**config.mk**
```make
export PLATFORM = sky130hd
export DESIGN_NAME = csc_mac
export DESIGN_NICKNAME = d
export VERILOG_FILES = /design/src/hdl/csc_pkg.sv /design/src/hdl/csc_mac.sv
export SDC_FILE = /design/constraint.sdc
export NUM_CORES = 2
export LEC_CHECK = 0
export BUFFER_PORTS_ARGS = -buffer_cell sky130_fd_sc_hd__buf_2
export CELL_PAD_IN_SITES_DETAIL_PLACEMENT = 0
export CELL_PAD_IN_SITES_GLOBAL_PLACEMENT = 2
export CORE_MARGIN = 1.5
export CORE_UTILIZATION = 35
export CTS_BUF_LIST = sky130_fd_sc_hd__clkbuf_8
export DETAILED_ROUTE_END_ITERATION = 16
export PLACE_DENSITY = 0.81
export SLEW_MARGIN = 20
export SYNTH_ARGS = -nofsm -noshare
export SYNTH_HDL_FRONTEND = slang
export SYNTH_SLANG_ARGS = --single-unit
```
**constraint.sdc**
```tcl
create_clock -name clk -period 19.7 [get_ports clk]
set_input_delay 0.985 -clock clk [delete_from_list [all_inputs] [get_ports clk]]
set_output_delay 0.985 -clock clk [all_outputs]
set_load 0.05 [all_outputs]
```
**src/hdl/csc_pkg.sv**
```systemverilog
// Shared types and constants for the compressed-column matrix store.
// No dependencies; used by csc_mac, the top level and the bench.
`default_nettype none

package csc_pkg;

  // Store sizing
  localparam int MAX_EQUATIONS = 256;
  localparam int MAX_ENTRIES   = 4096;

  // Field widths
  localparam int COL_W   = 9;
  localparam int ROW_W   = 8;
  localparam int POS_W   = $clog2(MAX_ENTRIES);
  localparam int START_W = POS_W + 1;
  localparam int VAL_W   = 32;
  localparam int KIND_W  = 3;
  localparam int STAT_W  = 2;

  // Column start table
  localparam int CS_DEPTH = MAX_EQUATIONS + 1;
  localparam int CS_AW    = $clog2(CS_DEPTH);

  // APB map: one 32-bit register per word
  localparam int APB_DW    = 32;
  localparam int REG_IDX_W = 1;
  localparam int APB_AW    = REG_IDX_W + 2;
  localparam logic [REG_IDX_W-1:0] REG_NUM_EQUATIONS = 1'b0;

  typedef enum logic [KIND_W-1:0] {
    KIND_SET_START = 3'd0,
    KIND_SET_ROW   = 3'd1,
    KIND_CLEAR     = 3'd2,
    KIND_ADD       = 3'd3,
    KIND_READ      = 3'd4
  } kind_t;

  typedef enum logic [STAT_W-1:0] {
    ST_DONE   = 2'd0,
    ST_RANGE  = 2'd1,
    ST_ABSENT = 2'd2
  } status_t;

  typedef enum logic [3:0] {
    S_IDLE,
    S_DECODE,
    S_CLEAR,
    S_LO,
    S_HI,
    S_SRD,
    S_SCMP,
    S_VAL,
    S_DONE
  } state_t;

endpackage

`default_nettype wire

```
**src/hdl/csc_mac.sv**
```systemverilog
// Scale-and-accumulate unit: Q16.16 product, round to nearest, saturating add.
// Depends on csc_pkg. Two register stages; the sum path is combinational.
`default_nettype none

module csc_mac
  import csc_pkg::*;
(
  input  wire logic                    clk,
  input  wire logic signed [VAL_W-1:0] entry_value,
  input  wire logic signed [VAL_W-1:0] scale_factor,
  input  wire logic signed [VAL_W-1:0] stored,
  output logic      signed [VAL_W-1:0] sum
);

  localparam int PROD_W = 2 * VAL_W;
  localparam int FRAC_W = VAL_W / 2;
  localparam int RND_W  = PROD_W - FRAC_W;
  localparam int SUM_W  = RND_W + 1;
  localparam logic signed [PROD_W-1:0] HALF_LSB = PROD_W'(64'sd1 <<< (FRAC_W - 1));
  localparam logic signed [SUM_W-1:0]  SAT_HI   = SUM_W'({1'b0, {(VAL_W-1){1'b1}}});
  localparam logic signed [SUM_W-1:0]  SAT_LO   = -SAT_HI - SUM_W'(1);

  logic signed [PROD_W-1:0] prod_r, prod_nxt;
  logic signed [RND_W-1:0]  rnd_r, rnd_nxt;
  logic signed [PROD_W-1:0] biased;
  logic signed [SUM_W-1:0]  wide;

  assign prod_nxt = PROD_W'(entry_value) * PROD_W'(scale_factor);
  assign biased   = prod_r + HALF_LSB;
  // arithmetic shift floors toward minus infinity
  assign rnd_nxt  = RND_W'(biased >>> FRAC_W);

  always_ff @(posedge clk) begin
    prod_r <= prod_nxt;
    rnd_r  <= rnd_nxt;
  end

  assign wide = SUM_W'(rnd_r) + SUM_W'(stored);

  always_comb begin
    priority if (wide > SAT_HI) begin
      sum = VAL_W'(SAT_HI);
    end else if (wide < SAT_LO) begin
      sum = VAL_W'(SAT_LO);
    end else begin
      sum = VAL_W'(wide);
    end
  end

endmodule

`default_nettype wire

```
# Word-level counts from Yosys, hierarchy flattened
# Cells that the tools add are included.
dict set report totals {
  in_bits 97
  ff_bits 112
  output_inout_bits 32
  word_cells 9
}
dict set report op_classes {
  muxes 2
  multipliers 1
  add_sub_neg 2
  n_lt_le_gt_ge 2
}
# op n
set op_table {}
lappend op_table {{adder 64 x 17 -> 64 bit, second input constant} 1}
lappend op_table {{multiplier 32 x 32 -> 64 bit} 1}
lappend op_table {{two-way mux 32 bit} 2}
lappend op_table {{adder 48 x 32 -> 49 bit} 1}
lappend op_table {{greater-than comparator 49 x 32 -> 1 bit, second input constant} 1}
lappend op_table {{< comparator 49 x 32 -> 1 bit, second input constant} 1}

# Longest topological paths before layout
dict set report logic_depth {
  word_depth 4
  depth_mapped 30
  mapped_depth_nobuf 28
}

# Worst setup path after synthesis
# OpenSTA, ideal clock, no wires.
dict set report synth_timing {
  path_type {input -> register}
  from {input port entry_value[31]}
  to {register prod_r[57]}
  t_arrival_ns 8.390
  cell_stages 28
  n_path_buf 2
  setup_ns 0.072
  required_ns 19.628
  setup_slack_ns 11.238
  path_cell_list {clkbuf_1 > nand2_1 > inv_1 > fa_1 > fa_1 > fa_1 > inv_1 > fa_1 > inv_1 > fa_1 > inv_1 > fa_1 > fa_1 > fa_1 > inv_1 > ha_1 > clkbuf_1 > a21o_1 > a21o_1 > a21oi_1 > o21ai_0 > a22oi_1 > a31oi_1 > o31ai_1 > o21ai_0 > a21o_1 > a21oi_1 > xnor2_1}
}
dict set report synth_between {
  elab_chain_cells 1
}
# item line
set synth_lines {}
lappend synth_lines {{start: declaration} csc_mac.sv:9} ;# input wire logic signed [VAL_W-1:0] entry_value,
lappend synth_lines {{multiplier 32 x 32 -> 64 bit} csc_mac.sv:28} ;# assign prod_nxt = PROD_W'(entry_value) * PROD_W'(scale_factor);
lappend synth_lines {{net prod_nxt[57]} csc_mac.sv:23} ;# logic signed [PROD_W-1:0] prod_r, prod_nxt;
lappend synth_lines {{end signal: assignment} csc_mac.sv:34} ;# prod_r <= prod_nxt;
lappend synth_lines {{end: declaration} csc_mac.sv:23}
# The timed path passes the listed nets, and every way through them passes these cells.

# Worst setup path in the final report
dict set report layout_timing {
  from {input port scale_factor[2]}
  to {register prod_r[57]}
}
dict set report layout_between {
  elab_chain_cells 1
}
# item line
set layout_lines {}
lappend layout_lines {{start: declaration} csc_mac.sv:10} ;# input wire logic signed [VAL_W-1:0] scale_factor,
lappend layout_lines {{multiplier 32 x 32 -> 64 bit} csc_mac.sv:28}
lappend layout_lines {{net prod_nxt[57]} csc_mac.sv:23}
# The timed path passes the listed nets, and every way through them passes these cells.

==> run_results.csv <==
group,metric,value,unit
critical_path,cp-end-kind,"flip-flop",
detailed_routing,via_per_inst,4.90,
place,io_buffers,128,
final_layout,finalInstanceArea,0.0434,mm²
grt,grt_util_all_layers,20.2,%
timing,maxClockFrequency,0.107,GHz
synthesis,yosysSeqAreaShare,4.70,%
synthesis,ys_types,75,
die,die_h,347,µm
die,io_pins,129,
timing,fin_crit,9.36,ns
timing,relSlewSlack,27.3,%
synthesis,synth_flop_cell,"dfxtp_1",
cts,hold_buffers,0,
die,chipWidth,347,µm
final_layout,fillers,11900,
synthesis,synthTopCellsByArea,"fa_1 52%, inv_1 8.9%, and2_1 7.6%, ha_1 6.9%, nand2_1 5.2%",
cts,cts_htree_levels,3,
timing,hold_violations,0,
die,start_util,35.4,%
synthesis,yosysTopAreaCellShare,52.4,%
synthesis,syn_inst,4432,
die,dieArea,0.120,mm²
timing,setup_viol,0,
synthesis,syn-num-nets,5840,
cts,cts_sinks,97,
critical_path,path_class,"in2reg",
timing,fin_setup_tns,0,ns
grt,gr-total-overflow,0,
synthesis,postSynthAreaPerCell,9.33,µm²
final_layout,seq_area,0.00194,mm²
synthesis,yosysWarnings,0,
critical_path,critPathLaunchType,"input pin",
synthesis,synth_area,0.0413,mm²
detailed_routing,drtIter0Drc,1547,
timing,fin_crit_sh,47.5,%
final_layout,nets,5777,
cts,cts_buffers,9,
place,placed_area,0.0432,mm²
die,fp-row-count,125,
synthesis,yosys.area.top_type,"fa_1",
grt,first_global_vias,32000,
cts,ctsRootBufferMaster,"clkbuf_8",
detailed_routing,drc,0,
synthesis,synth_top_cells_by_count,"1082 x fa_1, 983 x inv_1, 571 x nand2_1, 505 x and2_1, 229 x ha_1",
outcome,status,"complete, no violations",
timing,slew_viol_final,0,
detailed_routing,wl_per_cell,19.6,µm
detailed_routing,antenna_left,0,
cts,cts_tree,"built",
cts,post-cts-setup-buffers,0,
critical_path,r2r_cells,9,
place,place_congestion,0.829,
cts,ctsResizeCount,0,
final_layout,multi_input_area,0.0348,mm²
cts,cts.reportedPaths.clkPinSlew,0.11,ns
synthesis,synth-seq-cells,97,
grt,grt_max_degree,33,
die,core_area,0.117,mm²
detailed_routing,routed_wl,116000,µm
cts,clkLatencyLatePin,0.41,ns
grt,antenna_found_initial,5,
place,dpl.hpwl,93000,µm
min_path,hp-class,"reg2reg",
final_layout,area_delta_synth_final,4.92,%
detailed_routing,via_count,28900,
detailed_routing,drt_first_pass_iters,5,
synthesis,synthArstFlopShare,0,%
synthesis,synth_most_common_cell,"fa_1",
timing,tightest_slew,1.09,ns
timing,skew,0.0154,ns
synthesis,synth_edf_count,0,
grt,grt_pass1_wl,189000,µm
cts,clockBufferDepth,2,
final_layout,drive_above_1_share,4.44,%
critical_path,cp_max_fo,32,
flow_run,max_cap_viol_count,0,
critical_path,worst_ep_arrival_time,9.71,ns
timing,grt_setup_unrepaired,"false",
min_path,hold_path_depth,1,
critical_path,critical_path_required,20.05,ns
## stage by stage
step,cells,hold WS [ns],util [%],setup slack [ns]
2_1_floorplan,4432,0.409,-,11.24
3_3_place_gp,5882,0.445,37.0,9.92
3_5_place_dp,5882,0.443,37.0,9.98
4_1_cts,5898,0.447,37.2,10.44
5_1_grt,5899,0.481,37.2,9.83
6_report,5903,0.447,37.2,10.34
## flip-flops by register name, summed over array words and instances, names as in the netlist
| signal | count |
|---|---|
| prod_r | 49 |
| rnd_r | 48 |
## worst paths after layout
check                             to               start  slack [ns]
hold / removal      rnd_r[3]$_DFF_P_  prod_r[19]$_DFF_P_        0.45
setup / recovery  prod_r[57]$_DFF_P_     scale_factor[2]       10.34
hold reg to reg     rnd_r[3]$_DFF_P_  prod_r[19]$_DFF_P_        0.45
setup reg to reg   rnd_r[42]$_DFF_P_  prod_r[17]$_DFF_P_       16.54
## layout make-up
class / count / share of cell area [%]
tap: 1524 / 4.40
timing repair buffer: 150 / 1.86
antenna: 5 / 0.0288
inverter: 984 / 8.52
clock buffer: 9 / 0.286
multi-input combinational: 3127 / 80.3
sequential: 97 / 4.48
clock inverter: 7 / 0.187
## logic make-up after synthesis
logic type / after synthesis / synth area share [%]
adders and majority gates: 1311 / 59.3
buffers and inverters: 1208 / 11.1
muxes: 2 / 0.0484
DFF: 97 / 4.70
and+or+nand+nor: 1314 / 15.9
xor gates and xnor gates: 152 / 3.22
AOI/OAI and AO/OA: 348 / 5.65
## cells in the final DEF, fill, tap and decap left out, types with 5 or more instances in the layout
master,instances
a211oi_1,8
a21o_1,79
a21oi_1,109
a31oi_1,10
and2_1,505
and3_1,13
buf_2,128
buf_4,22
clkbuf_8,9
dfxtp_1,97
diode_2,5
fa_1,1082
ha_1,229
inv_1,983
nand2_1,571
nand2b_1,13
nand3_1,30
nand4_1,36
nor2_1,84
nor2b_1,11
nor3_1,24
nor4_1,10
o211ai_1,9
o21a_1,10
o21ai_0,49
o21bai_1,21
o31ai_1,6
xnor2_1,101
xor2_1,51
## layer usage
| metal | part of all wire [%] | vias to the layer above | GRT usage [%] |
|---|---|---|---|
| li1 | - | 12900 | - |
| met1 | 48 | 15300 | 29.5 |
| met2 | 46 | 690 | 33.2 |
| met3 | 4.8 | 74 | 1.89 |
| met4 | 1.2 | 0 | 2.96 |
| met5 | 0 | - | 0 |
## critical path, cell delays in order
cell	delay [ns]
buf_2	0.49
nand2_1	0.19
inv_1	0.17
fa_1	0.45
fa_1	0.48
fa_1	0.98
inv_1	0.21
fa_1	0.57
inv_1	0.05
fa_1	0.49
inv_1	0.06
fa_1	0.55
fa_1	0.45
fa_1	0.51
inv_1	0.05
ha_1	0.37
a21o_1	0.21
a21o_1	0.16
a21oi_1	0.21
o21ai_0	0.15
a22oi_1	0.28
a31oi_1	0.24
o31ai_1	0.58
o21ai_0	0.22
a21o_1	0.23
a21oi_1	0.18
xnor2_1	0.13
Power is not shown: default switching activity piles up to over one toggle a cycle in this logic, so the estimate is an artifact.
